`src/rtl/core/wsd_pkg.sv`:
```
// WebSocket deframer package: phase and result kind codes, protocol
// constants and the command record passed from the parser to the output stage.
// No dependencies.
`timescale 1ns / 1ps

package wsd_pkg;

  typedef enum logic [2:0] {
    PH_HDR0,
    PH_HDR1,
    PH_EXT0,
    PH_EXT1,
    PH_KEY,
    PH_DATA
  } phase_t;

  typedef enum logic [2:0] {
    K_TEXT,
    K_EMPTY,
    K_IGNORED,
    K_CLOSE,
    K_UNMASKED,
    K_LONG
  } kind_t;

  typedef struct packed {
    kind_t      kind;
    logic [7:0] data;
    logic [7:0] key;
    logic       last;
  } cmd_t;

  localparam logic [3:0] OpText    = 4'h1;
  localparam logic [3:0] OpClose   = 4'h8;
  localparam logic [6:0] LenExt16  = 7'd126;
  localparam logic [6:0] LenLong   = 7'd127;
  localparam int         QueueDepth = 4;

endpackage

```
`src/rtl/core/wsd_if.sv`:
```
// Valid/ready channel interfaces for received bytes and deframer results.
// Depends on nothing.
`timescale 1ns / 1ps

interface wsd_in_if;
  logic       valid;
  logic       ready;
  logic [7:0] rx_byte;

  modport source (output valid, output rx_byte, input ready);
  modport sink   (input valid, input rx_byte, output ready);
endinterface

interface wsd_out_if;
  logic       valid;
  logic       ready;
  logic [2:0] kind;
  logic [7:0] payload_byte;
  logic       frame_last;

  modport source (output valid, output kind, output payload_byte, output frame_last,
                  input ready);
  modport sink   (input valid, input kind, input payload_byte, input frame_last,
                  output ready);
endinterface

```
`src/rtl/core/wsd_front.sv`:
```
// Frame parser: tracks header, extended length, mask key and payload phases
// and issues one command per result. Depends on wsd_pkg.
`timescale 1ns / 1ps

module wsd_front (
  input  logic          clk,
  input  logic          rst_n,
  input  logic          accept,
  input  logic [7:0]    rx_byte,
  output logic          push,
  output wsd_pkg::cmd_t cmd
);

  wsd_pkg::phase_t phase_r, phase_nxt;
  logic [3:0]  opcode_r, opcode_nxt;
  logic [15:0] left_r, left_nxt;
  logic [31:0] key_r, key_nxt;
  logic [1:0]  kidx_r, kidx_nxt;
  logic        halted_r, halted_nxt;

  logic [6:0] code;
  logic       data_last;
  logic       is_text;

  assign code      = rx_byte[6:0];
  assign data_last = (left_r == 16'd1);
  assign is_text   = (opcode_r == wsd_pkg::OpText);

  always_comb begin
    phase_nxt = phase_r;
    if (accept && !halted_r) begin
      case (phase_r)
        wsd_pkg::PH_HDR1: begin
          if (rx_byte[7] && code != wsd_pkg::LenLong) begin
            phase_nxt = (code == wsd_pkg::LenExt16) ? wsd_pkg::PH_EXT0 : wsd_pkg::PH_KEY;
          end
        end
        wsd_pkg::PH_EXT0: phase_nxt = wsd_pkg::PH_EXT1;
        wsd_pkg::PH_EXT1: phase_nxt = wsd_pkg::PH_KEY;
        wsd_pkg::PH_KEY: begin
          if (kidx_r == 2'd3) begin
            phase_nxt = (left_r == 16'd0) ? wsd_pkg::PH_HDR0 : wsd_pkg::PH_DATA;
          end
        end
        wsd_pkg::PH_DATA: begin
          if (data_last) begin
            phase_nxt = wsd_pkg::PH_HDR0;
          end
        end
        default: phase_nxt = wsd_pkg::PH_HDR1;
      endcase
    end
  end

  always_comb begin
    opcode_nxt = opcode_r;
    left_nxt   = left_r;
    key_nxt    = key_r;
    kidx_nxt   = kidx_r;
    halted_nxt = halted_r;
    push       = 1'b0;
    cmd.kind   = wsd_pkg::K_IGNORED;
    cmd.data   = 8'h00;
    cmd.key    = 8'h00;
    cmd.last   = 1'b1;
    if (accept && !halted_r) begin
      case (phase_r)
        wsd_pkg::PH_HDR1: begin
          if (!rx_byte[7]) begin
            halted_nxt = 1'b1;
            push       = 1'b1;
            cmd.kind   = wsd_pkg::K_UNMASKED;
          end else if (code == wsd_pkg::LenLong) begin
            halted_nxt = 1'b1;
            push       = 1'b1;
            cmd.kind   = wsd_pkg::K_LONG;
          end else if (code != wsd_pkg::LenExt16) begin
            left_nxt = {9'd0, code};
            kidx_nxt = 2'd0;
          end
        end
        wsd_pkg::PH_EXT0: left_nxt = {rx_byte, 8'h00};
        wsd_pkg::PH_EXT1: begin
          left_nxt = {left_r[15:8], rx_byte};
          kidx_nxt = 2'd0;
        end
        wsd_pkg::PH_KEY: begin
          key_nxt = {key_r[23:0], rx_byte};
          if (kidx_r == 2'd3) begin
            kidx_nxt = 2'd0;
            if (left_r == 16'd0) begin
              push = 1'b1;
              if (opcode_r == wsd_pkg::OpClose) begin
                halted_nxt = 1'b1;
                cmd.kind   = wsd_pkg::K_CLOSE;
              end else if (is_text) begin
                cmd.kind = wsd_pkg::K_EMPTY;
              end
            end
          end else begin
            kidx_nxt = kidx_r + 2'd1;
          end
        end
        wsd_pkg::PH_DATA: begin
          kidx_nxt = data_last ? 2'd0 : kidx_r + 2'd1;
          left_nxt = left_r - 16'd1;
          if (is_text) begin
            push     = 1'b1;
            cmd.kind = wsd_pkg::K_TEXT;
            cmd.data = rx_byte;
            cmd.key  = key_r[{~kidx_r, 3'b000} +: 8];
            cmd.last = data_last;
          end else if (data_last) begin
            push = 1'b1;
            if (opcode_r == wsd_pkg::OpClose) begin
              halted_nxt = 1'b1;
              cmd.kind   = wsd_pkg::K_CLOSE;
            end
          end
        end
        default: opcode_nxt = rx_byte[3:0];
      endcase
    end
  end

  always_ff @(posedge clk) begin
    if (!rst_n) begin
      phase_r  <= wsd_pkg::PH_HDR0;
      opcode_r <= 4'd0;
      left_r   <= 16'd0;
      key_r    <= 32'd0;
      kidx_r   <= 2'd0;
      halted_r <= 1'b0;
    end else begin
      phase_r  <= phase_nxt;
      opcode_r <= opcode_nxt;
      left_r   <= left_nxt;
      key_r    <= key_nxt;
      kidx_r   <= kidx_nxt;
      halted_r <= halted_nxt;
    end
  end

endmodule

```
`src/rtl/core/wsd_fifo.sv`:
```
// Short command queue between the parser and the output stage.
// Depends on wsd_pkg.
`timescale 1ns / 1ps

module wsd_fifo #(
  parameter int Depth = wsd_pkg::QueueDepth
) (
  input  logic          clk,
  input  logic          rst_n,
  input  logic          push,
  input  wsd_pkg::cmd_t din,
  output logic          full,
  input  logic          pop,
  output wsd_pkg::cmd_t dout,
  output logic          empty
);

  localparam int PtrW = (Depth > 1) ? $clog2(Depth) : 1;
  localparam int CntW = $clog2(Depth + 1);
  localparam logic [PtrW-1:0] LastPtr = PtrW'(Depth - 1);
  localparam logic [CntW-1:0] DepthCnt = CntW'(Depth);

  wsd_pkg::cmd_t   mem [Depth];
  logic [PtrW-1:0] wptr_r, wptr_nxt;
  logic [PtrW-1:0] rptr_r, rptr_nxt;
  logic [CntW-1:0] count_r, count_nxt;

  assign full  = (count_r == DepthCnt);
  assign empty = (count_r == '0);
  assign dout  = mem[rptr_r];

  always_comb begin
    wptr_nxt  = wptr_r;
    rptr_nxt  = rptr_r;
    count_nxt = count_r;
    if (push) begin
      wptr_nxt = (wptr_r == LastPtr) ? '0 : wptr_r + PtrW'(1);
    end
    if (pop) begin
      rptr_nxt = (rptr_r == LastPtr) ? '0 : rptr_r + PtrW'(1);
    end
    if (push && !pop) begin
      count_nxt = count_r + CntW'(1);
    end else if (pop && !push) begin
      count_nxt = count_r - CntW'(1);
    end
  end

  always_ff @(posedge clk) begin
    if (push) begin
      mem[wptr_r] <= din;
    end
  end

  always_ff @(posedge clk) begin
    if (!rst_n) begin
      wptr_r  <= '0;
      rptr_r  <= '0;
      count_r <= '0;
    end else begin
      wptr_r  <= wptr_nxt;
      rptr_r  <= rptr_nxt;
      count_r <= count_nxt;
    end
  end

`ifndef SYNTHESIS
  a_no_overflow: assert property (@(posedge clk) disable iff (!rst_n) !(push && full))
    else $error("queue push while full");
  a_no_underflow: assert property (@(posedge clk) disable iff (!rst_n) !(pop && empty))
    else $error("queue pop while empty");
  a_count_bound: assert property (@(posedge clk) disable iff (!rst_n) count_r <= DepthCnt)
    else $error("queue count out of range");
`endif

endmodule

```
`src/rtl/core/wsd_back.sv`:
```
// Output stage: pops commands, unmasks text bytes and holds the result
// register on the output channel. Depends on wsd_pkg and wsd_if.
`timescale 1ns / 1ps

module wsd_back (
  input  logic          clk,
  input  logic          rst_n,
  input  logic          empty,
  input  wsd_pkg::cmd_t dout,
  output logic          pop,
  wsd_out_if.source     out_ch
);

  logic       valid_r, valid_nxt;
  logic [2:0] kind_r, kind_nxt;
  logic [7:0] byte_r, byte_nxt;
  logic       last_r, last_nxt;
  logic       load;

  assign load = !valid_r || out_ch.ready;
  assign pop  = load && !empty;

  always_comb begin
    valid_nxt = valid_r;
    kind_nxt  = kind_r;
    byte_nxt  = byte_r;
    last_nxt  = last_r;
    if (load) begin
      valid_nxt = !empty;
      kind_nxt  = 3'(dout.kind);
      byte_nxt  = (dout.kind == wsd_pkg::K_TEXT) ? (dout.data ^ dout.key) : 8'h00;
      last_nxt  = dout.last;
    end
  end

  always_ff @(posedge clk) begin
    if (!rst_n) begin
      valid_r <= 1'b0;
    end else begin
      valid_r <= valid_nxt;
    end
  end

  always_ff @(posedge clk) begin
    kind_r <= kind_nxt;
    byte_r <= byte_nxt;
    last_r <= last_nxt;
  end

  assign out_ch.valid        = valid_r;
  assign out_ch.kind         = kind_r;
  assign out_ch.payload_byte = byte_r;
  assign out_ch.frame_last   = last_r;

endmodule

```
`src/rtl/core/websocket_frame_deframer_top.sv`:
```
// WebSocket client frame deframer. Receives one byte per transaction on
// in_ch and returns unmasked text bytes and frame status on out_ch.
// in_ch carries rx_byte. in_ch.ready is high while the command queue has
// room; a transaction is taken every cycle while in_ch.ready is high.
// out_ch carries kind, payload_byte and frame_last. kind 0 is a text byte,
// 1 an empty text frame, 2 an ignored frame, 3 close, 4 an unmasked frame
// error, 5 a 64-bit length error. After close or an error all later bytes
// are accepted and dropped until reset.
// Path: a result passes from the parser into the queue, then from the queue
// into the output register; one item per cycle while out_ch.ready is high.
// When the receiver stalls, results wait in the QUEUE_DEPTH-entry queue and
// the output register; in_ch.ready drops only once the queue is full.
// Reset (rst_n low, synchronous) returns the parser to the first header byte,
// clears the halt, and empties the queue and output register.
// Depends on wsd_pkg, wsd_if, wsd_front, wsd_fifo, wsd_back.
`timescale 1ns / 1ps

module websocket_frame_deframer_top #(
  parameter int QUEUE_DEPTH = wsd_pkg::QueueDepth
) (
  input  logic      clk,
  input  logic      rst_n,
  wsd_in_if.sink    in_ch,
  wsd_out_if.source out_ch
);

  logic          accept;
  logic          push;
  logic          pop;
  logic          full;
  logic          empty;
  wsd_pkg::cmd_t cmd_in;
  wsd_pkg::cmd_t cmd_out;

  assign in_ch.ready = !full;
  assign accept      = in_ch.valid && !full;

  wsd_front u_front (
    .clk     (clk),
    .rst_n   (rst_n),
    .accept  (accept),
    .rx_byte (in_ch.rx_byte),
    .push    (push),
    .cmd     (cmd_in)
  );

  wsd_fifo #(
    .Depth (QUEUE_DEPTH)
  ) u_fifo (
    .clk   (clk),
    .rst_n (rst_n),
    .push  (push),
    .din   (cmd_in),
    .full  (full),
    .pop   (pop),
    .dout  (cmd_out),
    .empty (empty)
  );

  wsd_back u_back (
    .clk    (clk),
    .rst_n  (rst_n),
    .empty  (empty),
    .dout   (cmd_out),
    .pop    (pop),
    .out_ch (out_ch)
  );

endmodule
```
`src/flat_wrapper.sv`:
```
// flat-port wrapper written by rule: the top's interface ports become plain ports
module websocket_frame_deframer_top_flat 
#(
  parameter int QUEUE_DEPTH = wsd_pkg::QueueDepth
)
  (clk, rst_n, in_ch_valid, in_ch_rx_byte, in_ch_ready, out_ch_valid, out_ch_kind, out_ch_payload_byte, out_ch_frame_last, out_ch_ready);
  wsd_in_if in_ch_i ();
  wsd_out_if out_ch_i ();
  input  logic clk;
  input  logic rst_n;
  input wire logic [$bits(in_ch_i.valid)-1:0] in_ch_valid;
  input wire logic [$bits(in_ch_i.rx_byte)-1:0] in_ch_rx_byte;
  output wire logic [$bits(in_ch_i.ready)-1:0] in_ch_ready;
  output wire logic [$bits(out_ch_i.valid)-1:0] out_ch_valid;
  output wire logic [$bits(out_ch_i.kind)-1:0] out_ch_kind;
  output wire logic [$bits(out_ch_i.payload_byte)-1:0] out_ch_payload_byte;
  output wire logic [$bits(out_ch_i.frame_last)-1:0] out_ch_frame_last;
  input wire logic [$bits(out_ch_i.ready)-1:0] out_ch_ready;
  assign in_ch_i.valid = in_ch_valid;
  assign in_ch_i.rx_byte = in_ch_rx_byte;
  assign in_ch_ready = in_ch_i.ready;
  assign out_ch_valid = out_ch_i.valid;
  assign out_ch_kind = out_ch_i.kind;
  assign out_ch_payload_byte = out_ch_i.payload_byte;
  assign out_ch_frame_last = out_ch_i.frame_last;
  assign out_ch_i.ready = out_ch_ready;
  websocket_frame_deframer_top #(.QUEUE_DEPTH(QUEUE_DEPTH)) u_core (.clk(clk), .rst_n(rst_n), .in_ch(in_ch_i), .out_ch(out_ch_i));
endmodule
```
`config.mk`:
```
export PLATFORM = sky130hd
export DESIGN_NAME = websocket_frame_deframer_top_flat
export DESIGN_NICKNAME = d
export VERILOG_FILES = /design/src/rtl/core/wsd_pkg.sv /design/src/rtl/core/wsd_if.sv /design/src/rtl/core/wsd_front.sv /design/src/rtl/core/wsd_fifo.sv /design/src/rtl/core/wsd_back.sv /design/src/rtl/core/websocket_frame_deframer_top.sv /design/src/flat_wrapper.sv
export SDC_FILE = /design/constraint.sdc
export NUM_CORES = 1
export LEC_CHECK = 0
export BUFFER_PORTS_ARGS = -buffer_cell sky130_fd_sc_hd__buf_2
export CORE_MARGIN = 2
export CORE_UTILIZATION = 55
export CTS_CLUSTER_SIZE = 8
export DETAILED_ROUTE_END_ITERATION = 7
export PLACE_DENSITY = 0.72
export RECOVER_POWER = 100
export SYNTH_ARGS = -nofsm -noshare
export SYNTH_HDL_FRONTEND = slang
export SYNTH_SLANG_ARGS = --single-unit
```
`constraint.sdc`:
```
create_clock -name clk -period 6.1 [get_ports clk]
set_input_delay 0.61 -clock clk [delete_from_list [all_inputs] [get_ports clk]]
set_output_delay 0.61 -clock clk [all_outputs]
set_load 0.05 [all_outputs]
```
==> results_tabular.tex <==
\begin{tabular}{lr}
\hline
Metric & Value \\
\hline
\multicolumn{2}{l}{\textbf{Detailed routing}} \\
\quad Number of vias in the routed layout & 4877 \\
\quad Final antenna-violating net count & 0 \\
\quad Drt first pass iters & 5 \\
\quad Total Routed Length & 14.8 mm \\
\quad Violation count after the first detailed-routing iteration & 539 \\
\quad Drc violations & 0 \\
\quad Routed wire per std cell & 17.9 um \\
\quad Detail-routed via count per cell & 5.90 \\
\multicolumn{2}{l}{\textbf{Clocking}} \\
\quad Maximum root-to-sink buffer count & 2 \\
\quad CTS resizes & 0 \\
\quad H-tree level count & 4 \\
\quad Post-cts hold buffer count & 0 \\
\quad Library cell used as clock root buffer & sky130\_fd\_sc\_hd\_\_clkbuf\_16 \\
\quad Number of post-CTS setup repair buffers & 0 \\
\quad Clock-pin slew on the worst setup and hold paths & 0.06 ns \\
\quad Total number of clock tree sinks & 160 \\
\quad Clock insertion delay at the later pin of the skew report & 0.43 ns \\
\quad Clock tree from TritonCTS & yes \\
\quad Total clock buffers created by CTS & 17 \\
\multicolumn{2}{l}{\textbf{Floorplanning}} \\
\quad Width of the chip & 118 um \\
\quad Total die area & 0.0139 mm\^{}2 \\
\quad Row Count & 41 \\
\quad Core outline area & 0.0127 mm\^{}2 \\
\quad Initial core utilization & 56.4\% \\
\quad Die height & 118 um \\
\quad Top Ports & 26 \\
\multicolumn{2}{l}{\textbf{GRT}} \\
\quad Initial antenna violation count & 0 \\
\quad Via count of the first global-routing pass & 4648 \\
\quad Overall global routing resource usage & 22.2\% \\
\quad Largest net degree at the start of global routing & 51 \\
\quad Wire length of the first global-routing pass & 23.7 mm \\
\quad Grt total ovfl & 0 \\
\multicolumn{2}{l}{\textbf{Worst setup path}} \\
\quad Arr. time, crit path & 4.60 ns \\
\quad Startpoint of the worst-slack reg-to-reg timing path & u\_core.u\_front.left\_r[3]\$\_SDFFE\_PN0P\_ \\
\quad Minimum setup slack among reg-to-reg paths & 1.53 ns \\
\quad End of the worst register-to-register path & u\_core.u\_fifo.mem[1][3]\$\_DFFE\_PP\_ \\
\quad CP Launch Point & u\_core.u\_front.left\_r[3]\$\_SDFFE\_PN0P\_ \\
\quad Number of cells on the worst reg-to-reg path & 5 \\
\quad Nature of the critical path endpoint & register \\
\quad Capturing instance or port of the critical path & u\_core.u\_fifo.mem[1][3]\$\_DFFE\_PP\_ \\
\quad Kind of critical path & reg2reg \\
\quad Kind of launch point of the worst setup path & register \\
\quad Critical path data required time & 6.14 ns \\
\quad Critical path peak fanout & 20 \\
\multicolumn{2}{l}{\textbf{Synthesis}} \\
\quad Simple-gate share of the synthesized area & 14.6\% \\
\quad Primary FF master, synth & sky130\_fd\_sc\_hd\_\_edfxtp\_1 \\
\quad Post-synth net total & 649 \\
\quad Post-synth top area share & 38.7\% \\
\quad Area share of fa/ha/maj cells after synthesis & 2.21\% \\
\quad Main area contributors after synthesis & sky130\_fd\_sc\_hd\_\_edfxtp\_1, sky130\_fd\_sc\_hd\_\_dfxtp\_1, sky130\_fd\_sc\_hd\_\_mux4\_2 \\
\quad Mapped Avg Cell Area & 11.4 um\^{}2 \\
\quad Count of mapped cells out of synthesis & 625 \\
\quad Post-Synth XOR/XNOR Area & 4.54\% \\
\quad Portion of the post-synthesis area used by sequential elements & 57.7\% \\
\quad Register bit total from synthesis & 160 \\
\quad Syn. warnings & 0 \\
\quad Share of synthesized area spent on multiplexers & 7.28\% \\
\quad Number of library cell types mapped by synthesis & 60 \\
\quad Number of enable-type register cells in the synthesized netlist & 92 \\
\quad Total standard cell area after synthesis & 0.00715 mm\^{}2 \\
\quad Complex-gate fraction of the synthesized area & 11.1\% \\
\quad Synth async-reset ratio & 0\% \\
\quad Largest family of logic cells by synthesized area & simple AND/OR/NAND/NOR gates \\
\quad Cell accounting for the most synthesized area & sky130\_fd\_sc\_hd\_\_edfxtp\_1 \\
\multicolumn{2}{l}{\textbf{Finish}} \\
\quad Most frequent standard cell in the layout excluding fill and tap cells & sky130\_fd\_sc\_hd\_\_edfxtp\_1 \\
\quad Layout overhead on the synthesized area & 11.0\% \\
\quad Fraction of layout instances using a drive strength above 1 & 11.0\% \\
\quad Commonest cells after routing, fill and taps aside & sky130\_fd\_sc\_hd\_\_edfxtp\_1, sky130\_fd\_sc\_hd\_\_nand2\_1, sky130\_fd\_sc\_hd\_\_dfxtp\_1 \\
\quad Nets@finish & 666 \\
\quad Filler cell count in the final layout & 1006 \\
\quad Total inserted antenna cells & 0 \\
\quad Count of placed standard cells in the final layout, fillers left out & 827 \\
\multicolumn{2}{l}{\textbf{Power and ir drop}} \\
\quad Relative contribution of sequential cells to total power & 43.0\% \\
\quad Peak supply drop & 0.208 mV \\
\quad Leakage power of the design & 2.62 nW \\
\quad Clk pwr share & 33.5\% \\
\quad Net switching power figure & 1.03 mW \\
\quad Switching part of the total & 32.9\% \\
\quad Cell Int Power & 2.10 mW \\
\quad Part of the total power dissipated in combinational logic & 23.5\% \\
\quad Total power density per cell area & 394 mW/mm\^{}2 \\
\multicolumn{2}{l}{\textbf{Run status}} \\
\quad Violated checks & capacitance limit, slew limit \\
\quad Status & finished with violations \\
\multicolumn{2}{l}{\textbf{Timing}} \\
\quad Final clock period utilization by the worst path & 74.8\% \\
\quad Smallest setup slack after layout & 1.53 ns \\
\quad Shortest clock period the worst path allows after layout & 4.57 ns \\
\quad Worst rel slew slack & -54.7\% \\
\quad Sum of negative setup slack & 0 ns \\
\quad Achievable clock frequency & 219 MHz \\
\quad WHS & 0.458 ns \\
\quad Fin. Hold Viols & 0 \\
\quad Final worst clock skew & 0.00623 ns \\
\quad Unrepaired setup endpoints after global routing & false \\
\quad Final number of max-transition violations & 79 \\
\quad Measured slew at the worst slew-check pin & 2.32 ns \\
\quad Final setup violation count & 0 \\
\multicolumn{2}{l}{\textbf{Job}} \\
\quad Count of maximum capacitance violations & 3 \\
\multicolumn{2}{l}{\textbf{Place}} \\
\quad Worst setup timing slack at the placement stage & 2.51 ns \\
\quad Placed Cells & 795 \\
\quad Sum of net half-perimeters after detailed placement & 10.2 mm \\
\quad GPL Wtd Cong & 0.871 \\
\quad IO buf count & 25 \\
\multicolumn{2}{l}{\textbf{Min path}} \\
\quad Worst hold-check path type & reg2reg \\
\hline
\end{tabular}
## through the flow
stage               utilization, %  area, um^2  power, mW
floorplan                        -        7150       1.94
global placement              58.4        7400       2.10
detailed placement            58.4        7400       2.11
CTS                           63.0        7980       3.15
global route                  62.6        7930       3.26
finish                        62.6        7930       3.12
## power by group through the flow
stage | registers [mW] | clock network (mW) | logic, mW
5_1_grt | 1.36 | 1.10 | 0.796
6_report | 1.34 | 1.05 | 0.734
3_3_place_gp | 1.36 | 0 | 0.735
2_1_floorplan | 1.41 | 0 | 0.521
4_1_cts | 1.34 | 1.06 | 0.749
3_5_place_dp | 1.37 | 0 | 0.745
## worst min-delay path by stage
stage                                                     start                               endpoint  slack (ns)  cells past startpoint
after global placement    u_core.u_front.key_r[30]$_SDFFE_PN0P_  u_core.u_front.key_r[30]$_SDFFE_PN0P_        0.44                      2
after detailed placement  u_core.u_front.key_r[24]$_SDFFE_PN0P_  u_core.u_front.key_r[24]$_SDFFE_PN0P_        0.45                      2
after CTS                 u_core.u_front.key_r[24]$_SDFFE_PN0P_  u_core.u_front.key_r[24]$_SDFFE_PN0P_        0.46                      2
final                     u_core.u_front.key_r[28]$_SDFFE_PN0P_  u_core.u_front.key_r[28]$_SDFFE_PN0P_        0.46                      2
after floorplan           u_core.u_front.key_r[24]$_SDFFE_PN0P_  u_core.u_front.key_r[24]$_SDFFE_PN0P_        0.43                      2
after global routing      u_core.u_front.key_r[24]$_SDFFE_PN0P_  u_core.u_front.key_r[24]$_SDFFE_PN0P_        0.48                      2
## critical path, cell delays in order (launching register included)
cell                      delay [ns]
sky130_fd_sc_hd__dfxtp_1        0.37
sky130_fd_sc_hd__or4_1          0.70
sky130_fd_sc_hd__nor4b_1        1.37
sky130_fd_sc_hd__a31oi_2        0.28
sky130_fd_sc_hd__o21ai_2        0.33
sky130_fd_sc_hd__and2_0         1.12
## state kept, by name, summed over array words and instances, names as in the netlist, 3 cells and up, named ones only
register / flops
u_core.u_front.opcode_r: 4
u_core.u_back.out_ch.payload_byte: 8
u_core.u_fifo.count_r: 3
u_core.u_front.key_r: 32
u_core.u_front.left_r: 16
u_core.u_back.out_ch.kind: 3
u_core.u_fifo.mem: 80
u_core.u_front.phase_r: 3
## cell usage after synthesis (all sizes together) (3+ instances only)
cell / count
edfxtp: 92
nand2: 91
dfxtp: 68
a21oi: 54
nor2: 41
xnor2: 35
o21ai: 29
clkbuf: 26
and2: 20
mux4: 20
inv: 13
nor3: 13
ha: 11
nand3: 8
mux2i: 7
a22oi: 6
nand4: 6
a211oi: 5
buf: 5
nand2b: 4
nor4: 4
o31ai: 4
or3: 4
or4: 4
a211o: 3
and3: 3
nor2b: 3
nor3b: 3
o21a: 3
or4b: 3
## cell families after synthesis
kind of cell	Yosys count
flip-flops	160
adder cells (fa/ha/maj)	12
buffers and inverters	45
AND/OR/NAND/NOR	216
XOR/XNOR	37
AO/OA/AOI/OAI	128
multiplexers	27
## cell type report
type / instances / area [um^2] / share of cell area [%]
clock inverters: 15 / 158 / 1.99
inverters: 14 / 52.6 / 0.663
multi-input cells: 420 / 2820 / 35.6
clock buffers: 17 / 425 / 5.37
well taps: 172 / 215 / 2.71
repair buffers: 29 / 131 / 1.66
flip-flops and latches: 160 / 4120 / 52.0
## per-layer routing
metal  global-route usage, %  wire [um]
met1                    27.8       6270
met5                       0          0
met4                    10.2        424
met3                    5.28        750
met2                    36.6       7360
Power figures use the tool's default switching activity.
